==> config.mk <==
export PLATFORM = sky130hd
export DESIGN_NAME = ect_ctrl
export DESIGN_NICKNAME = d
export VERILOG_FILES = /design/src/sv/ect_pkg.sv /design/src/sv/ect_ctrl.sv
export SDC_FILE = /design/constraint.sdc
export NUM_CORES = 1
export LEC_CHECK = 0
export CORE_UTILIZATION = 30
export DETAILED_ROUTE_END_ITERATION = 16
export DONT_BUFFER_PORTS = 1
export SYNTH_ARGS = -nofsm -noshare
export SYNTH_HDL_FRONTEND = slang
export SYNTH_SLANG_ARGS = --single-unit
export TNS_END_PERCENT = 5
==> constraint.sdc <==
create_clock -name i_clk -period 3.05 [get_ports i_clk]
set_input_delay 0.1525 -clock i_clk [delete_from_list [all_inputs] [get_ports i_clk]]
set_output_delay 0.1525 -clock i_clk [all_outputs]
set_load 0.02 [all_outputs]
==> src/sv/ect_pkg.sv <==
`default_nettype none

package ect_pkg;

    // fixed field widths
    localparam int OUT_IDX_W = 6;
    localparam int MARGIN_W  = 20;
    localparam int CFG_IDX_W = 2;

    // configuration register indexes
    localparam logic [CFG_IDX_W-1:0] CFG_CONVEX_MARGIN = 2'd0;
    localparam logic [CFG_IDX_W-1:0] CFG_INSIDE_MARGIN = 2'd1;

    typedef logic [OUT_IDX_W-1:0] t_idx;

    // operand triple of the cross product unit
    typedef enum logic [2:0] {XS_AREA, XS_ABC, XS_ABP, XS_BCP, XS_CAP} t_xsel;

    // vertex store read address source
    typedef enum logic [2:0] {AS_CTRL, AS_I0, AS_I1, AS_I2, AS_P} t_asel;

    // destination of vertex store read data
    typedef enum logic [2:0] {CD_NONE, CD_A, CD_B, CD_C, CD_P} t_cdst;

    // destination of working list read data
    typedef enum logic [2:0] {RD_NONE, RD_I0, RD_I1, RD_I2, RD_P} t_rdst;

    typedef struct packed {
        logic  st_we;
        t_asel st_asel;
        t_idx  ctrl_addr;
        t_cdst cdst;
        logic  x_start;
        t_xsel xsel;
        logic  area_clr;
        logic  area_acc;
        logic  rl_we;
        logic  rl_wsrc;
        t_idx  rl_waddr;
        t_idx  rl_wdata;
        t_idx  rl_raddr;
        t_rdst rdst;
        logic  tb_we;
        t_idx  tb_addr;
        logic  out_load;
        logic  out_fan;
        t_idx  fan_a;
        t_idx  fan_b;
        t_idx  fan_c;
        logic  out_last;
        logic  out_trunc;
    } t_cmd;

    typedef struct packed {
        logic x_done;
        logic gt_convex;
        logic gt_inside;
        logic area_neg;
        logic p_is_corner;
    } t_sts;

endpackage

`default_nettype wire

==> src/sv/ect_ctrl.sv <==
`default_nettype none

module ect_ctrl #(
    parameter int MAX_VERTICES = 64
) (
    input  wire logic          i_clk,
    input  wire logic          i_rst_n,
    input  wire logic          i_in_valid,
    input  wire logic          i_in_last,
    output logic               o_in_ready,
    output logic               o_out_valid,
    input  wire logic          i_out_ready,
    output ect_pkg::t_cmd      o_cmd,
    input  wire ect_pkg::t_sts i_sts
);
    import ect_pkg::*;

    localparam int CNW = $clog2(MAX_VERTICES + 1);

    typedef enum logic [5:0] {
        ST_IDLE, ST_START, ST_AR_RD0, ST_AR_RD1, ST_AR_W, ST_AR_X, ST_AR_XW, ST_AR_END,
        ST_INIT, ST_CHK, ST_C_RD0, ST_C_RD1, ST_C_RD2, ST_C_SB, ST_C_SC, ST_C_W, ST_C_X,
        ST_C_XW, ST_NEXT, ST_K_RD, ST_K_W, ST_K_CHK, ST_K_W2, ST_K_X, ST_K_XW, ST_K_NEXT,
        ST_EAR, ST_SH, ST_SH_WR, ST_F_RD0, ST_F_RD1, ST_F_RD2, ST_F_W, ST_F_WR,
        ST_EM_RD, ST_EM_LD, ST_EM_WT, ST_FAN_LD, ST_FAN_WT
    } t_state;

    t_state         r_state;
    logic [CNW-1:0] r_count, r_n, r_nv, r_w, r_i, r_k, r_j, r_cnt;
    logic           r_ovf, r_trunc, r_rev;
    logic [1:0]     r_xstep;

    logic           w_accept, w_stored, w_out_acc;
    logic [CNW-1:0] w_prev, w_next, w_nm1, w_nvm1;

    function automatic logic [CNW-1:0] f_orig(input logic [CNW-1:0] n,
                                              input logic rev, input logic [CNW-1:0] w);
        return rev ? (n - CNW'(1) - w) : w;
    endfunction

    assign o_in_ready = (r_state == ST_IDLE) && i_rst_n;
    assign w_accept   = i_in_valid && o_in_ready;
    assign w_stored   = r_count < CNW'(MAX_VERTICES);
    assign w_out_acc  = o_out_valid && i_out_ready;
    assign w_nm1      = r_n - CNW'(1);
    assign w_nvm1     = r_nv - CNW'(1);
    assign w_prev     = (r_i == '0) ? w_nvm1 : r_i - CNW'(1);
    assign w_next     = (r_i == w_nvm1) ? '0 : r_i + CNW'(1);

    // command decode
    always_comb begin
        o_cmd           = '0;
        o_cmd.st_asel   = AS_CTRL;
        o_cmd.cdst      = CD_NONE;
        o_cmd.xsel      = XS_ABC;
        o_cmd.rdst      = RD_NONE;
        o_cmd.out_trunc = r_trunc;
        unique case (r_state)
            ST_IDLE: begin
                o_cmd.st_we     = w_accept && w_stored;
                o_cmd.ctrl_addr = t_idx'(r_count);
            end
            ST_START: o_cmd.area_clr = 1'b1;
            ST_AR_RD0: begin
                o_cmd.ctrl_addr = t_idx'(r_w);
                o_cmd.cdst      = CD_B;
            end
            ST_AR_RD1: begin
                o_cmd.ctrl_addr = (r_w == w_nm1) ? '0 : t_idx'(r_w + CNW'(1));
                o_cmd.cdst      = CD_C;
            end
            ST_AR_X: begin
                o_cmd.x_start = 1'b1;
                o_cmd.xsel    = XS_AREA;
            end
            ST_AR_XW: o_cmd.area_acc = i_sts.x_done;
            ST_INIT: begin
                o_cmd.rl_we    = 1'b1;
                o_cmd.rl_waddr = t_idx'(r_w);
                o_cmd.rl_wdata = t_idx'(f_orig(r_n, r_rev, r_w));
            end
            ST_C_RD0: begin
                o_cmd.rl_raddr = t_idx'(w_prev);
                o_cmd.rdst     = RD_I0;
            end
            ST_C_RD1: begin
                o_cmd.rl_raddr = t_idx'(r_i);
                o_cmd.rdst     = RD_I1;
            end
            ST_C_RD2: begin
                o_cmd.rl_raddr = t_idx'(w_next);
                o_cmd.rdst     = RD_I2;
                o_cmd.st_asel  = AS_I0;
                o_cmd.cdst     = CD_A;
            end
            ST_C_SB: begin
                o_cmd.st_asel = AS_I1;
                o_cmd.cdst    = CD_B;
            end
            ST_C_SC: begin
                o_cmd.st_asel = AS_I2;
                o_cmd.cdst    = CD_C;
            end
            ST_C_X: o_cmd.x_start = 1'b1;
            ST_K_RD: begin
                o_cmd.rl_raddr = t_idx'(r_k);
                o_cmd.rdst     = RD_P;
            end
            ST_K_CHK: begin
                o_cmd.st_asel = AS_P;
                o_cmd.cdst    = i_sts.p_is_corner ? CD_NONE : CD_P;
            end
            ST_K_X: begin
                o_cmd.x_start = 1'b1;
                case (r_xstep)
                    2'd0:    o_cmd.xsel = XS_ABP;
                    2'd1:    o_cmd.xsel = XS_BCP;
                    default: o_cmd.xsel = XS_CAP;
                endcase
            end
            ST_EAR: begin
                o_cmd.tb_we   = 1'b1;
                o_cmd.tb_addr = t_idx'(r_cnt);
            end
            ST_SH: o_cmd.rl_raddr = t_idx'(r_j + CNW'(1));
            ST_SH_WR: begin
                o_cmd.rl_we    = 1'b1;
                o_cmd.rl_wsrc  = 1'b1;
                o_cmd.rl_waddr = t_idx'(r_j);
            end
            ST_F_RD0: begin
                o_cmd.rl_raddr = t_idx'(0);
                o_cmd.rdst     = RD_I0;
            end
            ST_F_RD1: begin
                o_cmd.rl_raddr = t_idx'(1);
                o_cmd.rdst     = RD_I1;
            end
            ST_F_RD2: begin
                o_cmd.rl_raddr = t_idx'(2);
                o_cmd.rdst     = RD_I2;
            end
            ST_F_WR: begin
                o_cmd.tb_we   = 1'b1;
                o_cmd.tb_addr = t_idx'(r_cnt);
            end
            ST_EM_RD: o_cmd.tb_addr = t_idx'(r_w);
            ST_EM_LD: begin
                o_cmd.out_load = 1'b1;
                o_cmd.out_last = (r_w == r_cnt - CNW'(1));
            end
            ST_FAN_LD: begin
                o_cmd.out_load = 1'b1;
                o_cmd.out_fan  = 1'b1;
                o_cmd.fan_a    = t_idx'(f_orig(r_n, r_rev, '0));
                o_cmd.fan_b    = t_idx'(f_orig(r_n, r_rev, r_w - CNW'(1)));
                o_cmd.fan_c    = t_idx'(f_orig(r_n, r_rev, r_w));
                o_cmd.out_last = (r_w == w_nm1);
            end
            default: ;
        endcase
    end

    // sequencer
    always_ff @(posedge i_clk) begin
        if (!i_rst_n) begin
            r_state     <= ST_IDLE;
            r_count     <= '0;
            r_ovf       <= 1'b0;
            r_trunc     <= 1'b0;
            r_rev       <= 1'b0;
            o_out_valid <= 1'b0;
        end else begin
            if (w_out_acc) begin
                o_out_valid <= 1'b0;
            end
            unique case (r_state)
                // vertex loading
                ST_IDLE: begin
                    if (w_accept) begin
                        if (i_in_last) begin
                            r_n     <= w_stored ? r_count + CNW'(1) : r_count;
                            r_trunc <= r_ovf || !w_stored;
                            r_count <= '0;
                            r_ovf   <= 1'b0;
                            r_state <= ST_START;
                        end else if (w_stored) begin
                            r_count <= r_count + CNW'(1);
                        end else begin
                            r_ovf <= 1'b1;
                        end
                    end
                end
                ST_START: begin
                    r_rev <= 1'b0;
                    r_w   <= '0;
                    if (r_n < CNW'(3)) begin
                        r_state <= ST_IDLE;
                    end else if (r_n == CNW'(3)) begin
                        r_state <= ST_INIT;
                    end else begin
                        r_state <= ST_AR_RD0;
                    end
                end
                // orientation from the signed area
                ST_AR_RD0: r_state <= ST_AR_RD1;
                ST_AR_RD1: r_state <= ST_AR_W;
                ST_AR_W:   r_state <= ST_AR_X;
                ST_AR_X:   r_state <= ST_AR_XW;
                ST_AR_XW: begin
                    if (i_sts.x_done) begin
                        if (r_w == w_nm1) begin
                            r_state <= ST_AR_END;
                        end else begin
                            r_w     <= r_w + CNW'(1);
                            r_state <= ST_AR_RD0;
                        end
                    end
                end
                ST_AR_END: begin
                    r_rev   <= i_sts.area_neg;
                    r_w     <= '0;
                    r_state <= ST_INIT;
                end
                // working list fill
                ST_INIT: begin
                    if (r_w == w_nm1) begin
                        r_nv    <= r_n;
                        r_cnt   <= '0;
                        r_state <= ST_CHK;
                    end else begin
                        r_w <= r_w + CNW'(1);
                    end
                end
                ST_CHK: begin
                    r_i     <= '0;
                    r_state <= (r_nv > CNW'(3)) ? ST_C_RD0 : ST_F_RD0;
                end
                // candidate ear fetch and convexity
                ST_C_RD0: r_state <= ST_C_RD1;
                ST_C_RD1: r_state <= ST_C_RD2;
                ST_C_RD2: r_state <= ST_C_SB;
                ST_C_SB:  r_state <= ST_C_SC;
                ST_C_SC:  r_state <= ST_C_W;
                ST_C_W:   r_state <= ST_C_X;
                ST_C_X:   r_state <= ST_C_XW;
                ST_C_XW: begin
                    if (i_sts.x_done) begin
                        r_k     <= '0;
                        r_state <= i_sts.gt_convex ? ST_K_RD : ST_NEXT;
                    end
                end
                ST_NEXT: begin
                    if (r_i == w_nvm1) begin
                        r_w     <= CNW'(2);
                        r_state <= ST_FAN_LD;
                    end else begin
                        r_i     <= r_i + CNW'(1);
                        r_state <= ST_C_RD0;
                    end
                end
                // containment scan over remaining vertices
                ST_K_RD: r_state <= ST_K_W;
                ST_K_W:  r_state <= ST_K_CHK;
                ST_K_CHK: begin
                    r_xstep <= '0;
                    r_state <= i_sts.p_is_corner ? ST_K_NEXT : ST_K_W2;
                end
                ST_K_W2: r_state <= ST_K_X;
                ST_K_X:  r_state <= ST_K_XW;
                ST_K_XW: begin
                    if (i_sts.x_done) begin
                        if (!i_sts.gt_inside) begin
                            r_state <= ST_K_NEXT;
                        end else if (r_xstep == 2'd2) begin
                            r_state <= ST_NEXT;
                        end else begin
                            r_xstep <= r_xstep + 2'd1;
                            r_state <= ST_K_X;
                        end
                    end
                end
                ST_K_NEXT: begin
                    if (r_k == w_nvm1) begin
                        r_state <= ST_EAR;
                    end else begin
                        r_k     <= r_k + CNW'(1);
                        r_state <= ST_K_RD;
                    end
                end
                // clip the ear and close the gap in the list
                ST_EAR: begin
                    r_cnt   <= r_cnt + CNW'(1);
                    r_j     <= r_i;
                    r_state <= ST_SH;
                end
                ST_SH: begin
                    if (r_j == w_nvm1) begin
                        r_nv    <= w_nvm1;
                        r_state <= ST_CHK;
                    end else begin
                        r_state <= ST_SH_WR;
                    end
                end
                ST_SH_WR: begin
                    r_j     <= r_j + CNW'(1);
                    r_state <= ST_SH;
                end
                // final triangle
                ST_F_RD0: r_state <= ST_F_RD1;
                ST_F_RD1: r_state <= ST_F_RD2;
                ST_F_RD2: r_state <= ST_F_W;
                ST_F_W:   r_state <= ST_F_WR;
                ST_F_WR: begin
                    r_cnt   <= r_cnt + CNW'(1);
                    r_w     <= '0;
                    r_state <= ST_EM_RD;
                end
                // buffered triangles out
                ST_EM_RD: r_state <= ST_EM_LD;
                ST_EM_LD: begin
                    o_out_valid <= 1'b1;
                    r_state     <= ST_EM_WT;
                end
                ST_EM_WT: begin
                    if (w_out_acc) begin
                        if (r_w == r_cnt - CNW'(1)) begin
                            r_state <= ST_IDLE;
                        end else begin
                            r_w     <= r_w + CNW'(1);
                            r_state <= ST_EM_RD;
                        end
                    end
                end
                // fan fallback out
                ST_FAN_LD: begin
                    o_out_valid <= 1'b1;
                    r_state     <= ST_FAN_WT;
                end
                ST_FAN_WT: begin
                    if (w_out_acc) begin
                        if (r_w == w_nm1) begin
                            r_state <= ST_IDLE;
                        end else begin
                            r_w     <= r_w + CNW'(1);
                            r_state <= ST_FAN_LD;
                        end
                    end
                end
                default: r_state <= ST_IDLE;
            endcase
        end
    end

endmodule

`default_nettype wire

==> results of run 1 <==
report_power, final:
part           switching, mW  internal, mW
clock network          0.443         0.720
logic                  0.153         0.100
registers             0.0142         0.996
layer usage:
layer / routed length, um / up-vias
met4: 556 / 0
met3: 1338 / 38
met1: 9179 / 2902
li1: - / 2909
met2: 10110 / 217
met5: 0 / -
sequential cells by signal, indices dropped and copies added (netlist names):
register     count
r_rev            1
r_ovf            1
r_xstep          2
r_trunc          1
r_nv             7
r_count          7
r_j              7
r_cnt            7
r_state          6
r_i              7
r_w              7
r_k              7
r_n              7
o_out_valid      1
logic make-up (layout without fill, tap and decap cells):
family	after synthesis	after routing	share of synthesized area, %
compound gates	175	175	17.89
xor+xnor	83	83	13.32
fa+ha+maj	29	29	5.968
buf+inv	83	141	5.573
flops	68	68	29.57
mux	9	9	1.443
other cells	0	1	0
simple gates	337	337	26.25
final cells by class:
cell class | count | area, um2 | area share, %
diodes | 1 | 2.502 | 0.03308
clock buffers | 9 | 225.2 | 2.977
clock inverters | 7 | 98.84 | 1.307
inverters | 37 | 141.4 | 1.869
multi-input cells | 633 | 4217 | 55.74
flip-flops and latches | 68 | 1873 | 24.76
well taps | 270 | 337.8 | 4.466
repair buffers | 88 | 669.4 | 8.849
final timing paths:
| check | cells after the start | to | slack, ns | startpoint |
|---|---|---|---|---|
| max | 11 | o_cmd[62] | -0.05 | r_n[1] |
| min | 2 | r_state[0] | 0.03 | i_sts[4] |
| max reg2reg | 7 | r_i[6] | 0.26 | r_nv[2] |
| min reg2reg | 2 | r_ovf | 0.51 | r_ovf |
critical path: cells and delay by family, from the launching register on:
kind,cells,cell delay [ns]
adders and majority gates,2,0.49
DFF,1,0.42
AOI/OAI and AO/OA,1,0.44
and+or+nand+nor,5,0.77
buffers and inverters,2,0.33
xor gates and xnor gates,1,0.15
timing repair:
item / 4_1_cts / 5_1_grt
cloned: 0 / 0
endpoints found under the setup margin: 9 / 16
buffers inserted: 4 / 5
hold buffers: 2 / 0
pin swaps: 5 / 11
gates resized for setup: 12 / 20
endpoints found under the hold margin: 6 / 0
cell usage after synthesis, types with 6 or more instances:
library cell	instances	share of area, %
nor2_1	107	6.3
nand2_1	81	4.8
o21ai_0	54	4.3
edfxtp_1	51	24
a21oi_1	41	3.2
xnor2_1	41	5.7
clkbuf_1	34	2.0
inv_1	34	2.0
nand3_1	34	2.7
xor2_1	32	4.4
ha_1	27	5.3
nor3_1	21	1.7
and3_1	19	1.9
dfxtp_1	17	5.4
and2_1	11	1.1
nor2b_1	11	1.1
a211oi_1	8	0.95
a31oi_1	8	0.79
mux2i_1	8	1.3
nand2b_1	7	0.69
buf_2	6	0.47
o21a_1	6	0.71
or2_2	6	0.59
metrics by stage:
| step | power, mW | hold slack [ns] |
|---|---|---|
| floorplan | 1.190 | 0.3208 |
| global placement | 1.261 | 0.2742 |
| detailed placement | 1.260 | 0.2815 |
| CTS | 2.430 | 0.01451 |
| global route | 2.510 | 0.01862 |
| finish | 2.426 | 0.02711 |
==> run summary, run 1 <==
pwr dens = 320.7 nW/um2
initial detailed-routing violation count = 648
Synthesized Nets = 823
maximum VDD drop = 0.2259 mV
worst min-delay path class = in -> reg
Synth async-reset ratio = 0%
max-slew violation count = 0
setup ws final = -0.04855 ns
CP Data Required Time = 2.90 ns
GRT met1 Usage = 26.20%
hpwl dp = 16,160 um
post-DR wirelength/cell = 19.04 um
Final Wtd Congestion = 0.9272
Fillers = 2,117
Slew @ Worst Pin = 0.7552 ns
Max Fclk = 322.7 MHz
initial core utilization = 30.99%
Core Box Area = 20,430 um2
post-synthesis sequential area ratio = 29.57%
global route hottest layer = met2
Cell Area, Synth = 6331 um2
first-pass GRT wire length = 33,350 um
worst path arrival time = 2.95 ns
Clk pin slew, worst setup/hold paths = 0.06 ns
number of global-route vias before repair = 5,819
Most used DFF post-synth = edfxtp_1
Final Util = 37.03%
DRC errors left = 0
yosys warns = 0
CP Cell Sequence = inv_2, ha_4, nand2_2, xnor2_2, ha_1, nand4b_1, and4bb_1, nand2_2, and2_4, a222oi_1, inv_1
post-DR vias/cell = 5.450
post-synthesis cell type count = 80
antenna-violating nets left = 0
Mapped Cells = 784
CTS Buffer Depth = 2
most common cell after layout, fill and taps aside = nor2_1
First-pass DRT Iterations = 6
mean area per synthesized cell = 8.075 um2
grt met2 use = 32.38%
GR Util All Layers = 20.00%
DP Cell Count = 1,085
largest net degree at the start of global routing = 28
most frequent cells in the layout = nor2_1, buf_4, nand2_1
failing checks = setup timing
Area after DPL = 7038 um2
H-tree depth = 3
Final setup viols = 1
Die Span Y = 147.3 um
RSZ-0062 raised after global routing = yes
die width = 147.3 um
met3 Use GR = 4.037%
max_slew headroom = 49.47%
max incr delay on CP = 0.44 ns
IO buf count = 0
final setup skew = 0.004953 ns
post-synthesis to final-layout area growth = 19.49%
min Tclk post-route = 3.099 ns
leakage = 2.974 nW
Crit-path slowest cell = a222oi_1
Setup Slack @ Placement = 0.1322 ns
Setup crit end kind = output pin
Total Die Area = 21,690 um2
final instance area = 7565 um2
CP Launch Type = flop
Hold Vio Cnt, Final = 0
routed wire length = 21,190 um
synthesized flop and latch total = 68
layout cells sized above 1 = 17.70%
setup_tns = -0.04855 ns
top-level I/O count = 83
Root Buffer = clkbuf_16
Skew-Pair Late Insertion Delay = 0.35 ns
nets = 876
CP max FO = 4
Rows = 52
Worst Setup Path Type = reg -> out
non-filler cells, final = 1,113
CTS buffer count = 9
period utilisation layout = 101.6%
MaxCap Viol Count = 0
Worst path most repeated cell = nand2_2
outcome = finished with violations
number of flops mapped to enable cells by yosys = 51
via count = 6,066
global-route congestion overflow total = 0
initial antenna violation count = 0
clock sink count = 68
TritonCTS clock tree = built
Note: power is estimated with default switching activity, not from simulation.
==> inputs of run 2 (changes only) <==
--- a/config.mk
+++ b/config.mk
@@ -5,6 +5,7 @@
 export SDC_FILE = /design/constraint.sdc
 export NUM_CORES = 1
 export LEC_CHECK = 0
+export CORE_ASPECT_RATIO = 0.9
 export CORE_UTILIZATION = 30
 export DETAILED_ROUTE_END_ITERATION = 16
 export DONT_BUFFER_PORTS = 1
==> run summary, run 2 (synthesized netlist as in run 1, its figures left out) <==
outcome = finished with violations
failing checks = DRC, setup timing
Setup crit end kind = output pin
n_diodes = 0
Worst R2R Path Depth = 7
area of the multi-input gates = 4183 um2
Clk pin slew, worst setup/hold paths = 0.06 ns
Root Buffer = clkbuf_16
clock sink count = 68
RSZ-0062 raised after global routing = yes
initial antenna violation count = 0
largest net degree at the start of global routing = 23
Final setup viols = 1
CTS buffer count = 9
layout cells sized above 1 = 16.35%
setup ws final = -0.05093 ns
TritonCTS clock tree = built
CP Launch Type = flop
Setup Slack @ Placement = 0.1259 ns
routed wire length = 21,030 um
DP Cell Count = 1,100
nets = 872
final setup skew = 0.007614 ns
Final Util = 36.07%
Core Box Area = 20,770 um2
Die Span Y = 139.8 um
IO buf count = 0
most frequent cells in the layout = nor2_1, buf_4, nand2_1
worst path arrival time = 2.95 ns
Max Fclk = 322.5 MHz
top-level I/O count = 83
maximum VDD drop = 0.1902 mV
Slew @ Worst Pin = 0.7286 ns
Hold Vio Cnt, Final = 0
initial detailed-routing violation count = 745
CTS Buffer Depth = 2
Skew-Pair Late Insertion Delay = 0.35 ns
hpwl dp = 16,190 um
die width = 155.1 um
leakage = 2.930 nW
first-pass GRT wire length = 32,690 um
period utilisation layout = 101.7%
setup_tns = -0.05093 ns
MaxCap Viol Count = 0
worst min-delay path class = in -> reg
max-slew violation count = 0
Rows = 50
Min Hold Slack = 0.02407 ns
CP max FO = 9
register area = 1872 um2
Final Wtd Congestion = 0.9551
min Tclk post-route = 3.101 ns
non-filler cells, final = 1,124
GR Util All Layers = 19.45%
max_slew headroom = 51.36%
most common cell after layout, fill and taps aside = nor2_1
number of global-route vias before repair = 5,760
CP Data Required Time = 2.90 ns
final instance area = 7491 um2
antenna-violating nets left = 0
Hold Path Depth = 3
Fillers = 2,172
DRC errors left = 1
Total Die Area = 21,690 um2
First-pass DRT Iterations = 12
post-synthesis to final-layout area growth = 18.32%
pwr dens = 310.7 nW/um2
initial core utilization = 30.48%
post-DR wirelength/cell = 18.71 um
via count = 6,112
Area after DPL = 7051 um2
global-route congestion overflow total = 0
H-tree depth = 3
Worst Setup Path Type = reg -> out
post-DR vias/cell = 5.438
final total power = 2.327 mW
-- run 2: cell count changes in the layout (fill, tap and decap cells not counted), moves of 2 or more --
cell,change
nand2_2,-2
xnor2_1,+2
xnor2_2,-2
buf_4,-3
-- run 2: cell type report --
cell class | instances | share of cell area [%]
inverter | 37 | 1.887
tap | 286 | 4.777
sequential | 68 | 24.99
multi-input combinational | 633 | 55.84
clock buffer | 9 | 3.007
clock inverter | 7 | 1.019
timing repair buffer | 84 | 8.485
-- run 2: what timing repair did --
item                                   4_1_cts  5_1_grt
hold buffers                                 2        0
resized for setup                           12       14
buffers inserted                             1        5
endpoints found under the hold margin        6        0
setup endpoints to repair                    9       11
pin swaps                                    2        7
-- run 2: report_power, final --
part           switching, mW  internal, mW
Sequential            0.0159         0.996
Clock                  0.429         0.637
Combinational          0.151        0.0984
-- run 2: per-layer routing --
metal | track usage (%) | up-vias | routed length (um)
li1 | - | 2887 | -
met1 | 26.96 | 2928 | 9417
met2 | 30.25 | 264 | 9436
met3 | 4.173 | 33 | 1754
met4 | 5.524 | 0 | 421
met5 | 0 | - | 0
-- run 2: path summary, 6_finish.rpt --
kind	startpoint	end	slack, ns
max reg2reg	r_nv[2]	r_nv[2]	0.25
min reg2reg	r_count[5]	r_count[5]	0.51
max	r_n[1]	o_cmd[62]	-0.05
min	i_in_last	r_trunc	0.02
-- run 2: critical path, cell delays in order, from the launching register on --
cell	delay [ns]
edfxtp_1	0.41
inv_2	0.11
ha_4	0.16
nand2_1	0.06
xnor2_1	0.15
ha_1	0.34
nand4b_1	0.11
and4bb_2	0.36
nand2_4	0.11
and2_4	0.17
a222oi_1	0.43
inv_1	0.20
==> inputs of run 3 (changes only) <==
--- a/config.mk
+++ b/config.mk
@@ -9,6 +9,7 @@
 export CORE_UTILIZATION = 30
 export DETAILED_ROUTE_END_ITERATION = 16
 export DONT_BUFFER_PORTS = 1
+export PLACE_DENSITY = 0.42
 export SYNTH_ARGS = -nofsm -noshare
 export SYNTH_HDL_FRONTEND = slang
 export SYNTH_SLANG_ARGS = --single-unit
==> run summary, run 3 (synthesized netlist as in run 1, its figures left out) <==
Setup crit end kind = output pin
MaxCap Viol Count = 0
GR Util All Layers = 21.60%
largest net degree at the start of global routing = 25
RR Endpoint = r_w[3]
period utilisation layout = 99.14%
Min Hold Slack = 0.01964 ns
Worst R2R Start = r_cnt[1]
switching part of the total power = 26.51%
internal cell power = 1.734 mW
Min-Delay Startpoint = i_sts[4]
leakage = 3.004 nW
Total Die Area = 21,690 um2
CTS Buffer Depth = 2
outcome = completed
nets = 883
Final setup viols = 0
die width = 155.1 um
initial core utilization = 30.48%
Final Util = 36.78%
number of global-route vias before repair = 6,146
combinational share of power = 11.7%
DRC errors left = 0
CTS buffer count = 9
worst path arrival time = 2.87 ns
Core Box Area = 20,770 um2
routed wire length = 22,860 um
Hold Vio Cnt, Final = 0
final setup skew = 0.007753 ns
top-level I/O count = 83
post-DR vias/cell = 5.408
non-filler cells, final = 1,135
Max Fclk = 330.7 MHz
layout cells sized above 1 = 18.96%
Root Buffer = clkbuf_16
Clk pin slew, worst setup/hold paths = 0.06 ns
Final Wtd Congestion = 0.9546
Worst R2R Path Depth = 10
post-DR wirelength/cell = 20.14 um
Skew-Pair Late Insertion Delay = 0.35 ns
pwr dens = 308.8 nW/um2
P_sw = 625.3 uW
register-to-register setup slack = 0.26 ns
post-synthesis to final-layout area growth = 20.65%
Rows = 50
min Tclk post-route = 3.024 ns
n_diodes = 0
sequential group share of total power = 42.8%
Clock Power Share = 45.5%
RSZ-0062 raised after global routing = yes
CP Data Required Time = 2.90 ns
TritonCTS clock tree = built
first-pass GRT wire length = 35,870 um
Die Span Y = 139.8 um
H-tree depth = 3
setup ws final = 0.02613 ns
antenna-violating nets left = 0
Slew @ Worst Pin = 0.7268 ns
hpwl dp = 17,290 um
max_slew headroom = 51.17%
Hold Path Depth = 2
most common cell after layout, fill and taps aside = nor2_1
worst min-delay path class = in -> reg
most frequent cells in the layout = nor2_1, buf_4, nand2_1
clock sink count = 68
global-route congestion overflow total = 0
worst hold path endpoint = r_state[0]
initial antenna violation count = 0
Setup Slack @ Placement = 0.08765 ns
maximum VDD drop = 0.2420 mV
via count = 6,138
Worst Setup Path Type = reg -> out
CP Launch Type = flop
initial detailed-routing violation count = 633
IO buf count = 0
max-slew violation count = 0
First-pass DRT Iterations = 5
CP max FO = 4
DP Cell Count = 1,100
==> run 3: cell types whose count changed in the layout (fill, tap and decap cells not counted), sizes merged <==
cell      previous run  this run
buf                 82        93
inv                 36        38
bufinv               1         0
clkbuf               9        12
clkinvlp             1         0
clkinv               6         3
==> run 3: how the worst max path moves through the flow <==
stage / from / end / slack, ns / cells past startpoint
after floorplan: r_n[0] / r_w[0] / 0.13 / 10
after global placement: r_n[2] / r_w[5] / 0.10 / 8
after detailed placement: r_n[1] / o_cmd[7] / 0.09 / 12
after CTS: r_n[1] / o_cmd[62] / -0.005 / 11
after global routing: r_n[1] / o_cmd[7] / -0.1 / 12
final: r_n[1] / o_cmd[7] / 0.03 / 12
==> run 3: metal layers <==
layer	part of all wire (%)	GRT usage (%)	wire length (um)
met1	46	29.28	10520
met2	47	34.26	10690
met3	5.7	4.858	1307
met4	1.5	5.993	341
met5	0	0	0
==> run 3: repair_timing <==
action / CTS / global route
pin swaps: 5 / 6
hold endpoints to repair: 6 / 0
buffers inserted: 10 / 7
endpoints found under the setup margin: 9 / 28
hold buffers: 2 / 0
resized for setup: 14 / 23
==> run 3: stage by stage <==
| step | power [mW] | cell area (um2) | setup TNS (ns) |
|---|---|---|---|
| after floorplan | 1.190 | 6331 | 0 |
| after global placement | 1.272 | 7051 | 0 |
| after detailed placement | 1.272 | 7051 | 0 |
| after CTS | 2.366 | 7506 | -0.004736 |
| after global routing | 2.437 | 7639 | -0.4923 |
| final | 2.359 | 7639 | 0 |
==> run 3: power by group through the flow <==
stage / combinational (mW) / clock, mW / sequential [mW]
2_1_floorplan: 0.168 / 0 / 1.02
3_3_place_gp: 0.243 / 0 / 1.03
3_5_place_dp: 0.243 / 0 / 1.03
4_1_cts: 0.261 / 1.10 / 1.01
5_1_grt: 0.300 / 1.13 / 1.01
6_report: 0.275 / 1.07 / 1.01
==> run 3: area by class of cell <==
cell class                      count  area (um2)
Multi-Input combinational cell    633        4254
Inverter                           37       141.4
Tap cell                          286       357.8
Fill cell                        2182       13130
Clock buffer                       12       267.8
Timing Repair Buffer               95       718.2
Clock inverter                      4       27.53
Sequential cell                    68        1872
==> run 3: worst max-delay path: stages (launching register included) <==
cell and delay, ns:
edfxtp_1 0.38, inv_2 0.07, ha_4 0.28, inv_4 0.05, ha_1 0.28, nor2b_1 0.15, o21ai_2 0.20, a21boi_2 0.09
o21a_1 0.18, o21a_1 0.18, or3_4 0.38, a21oi_2 0.14, buf_4 0.15
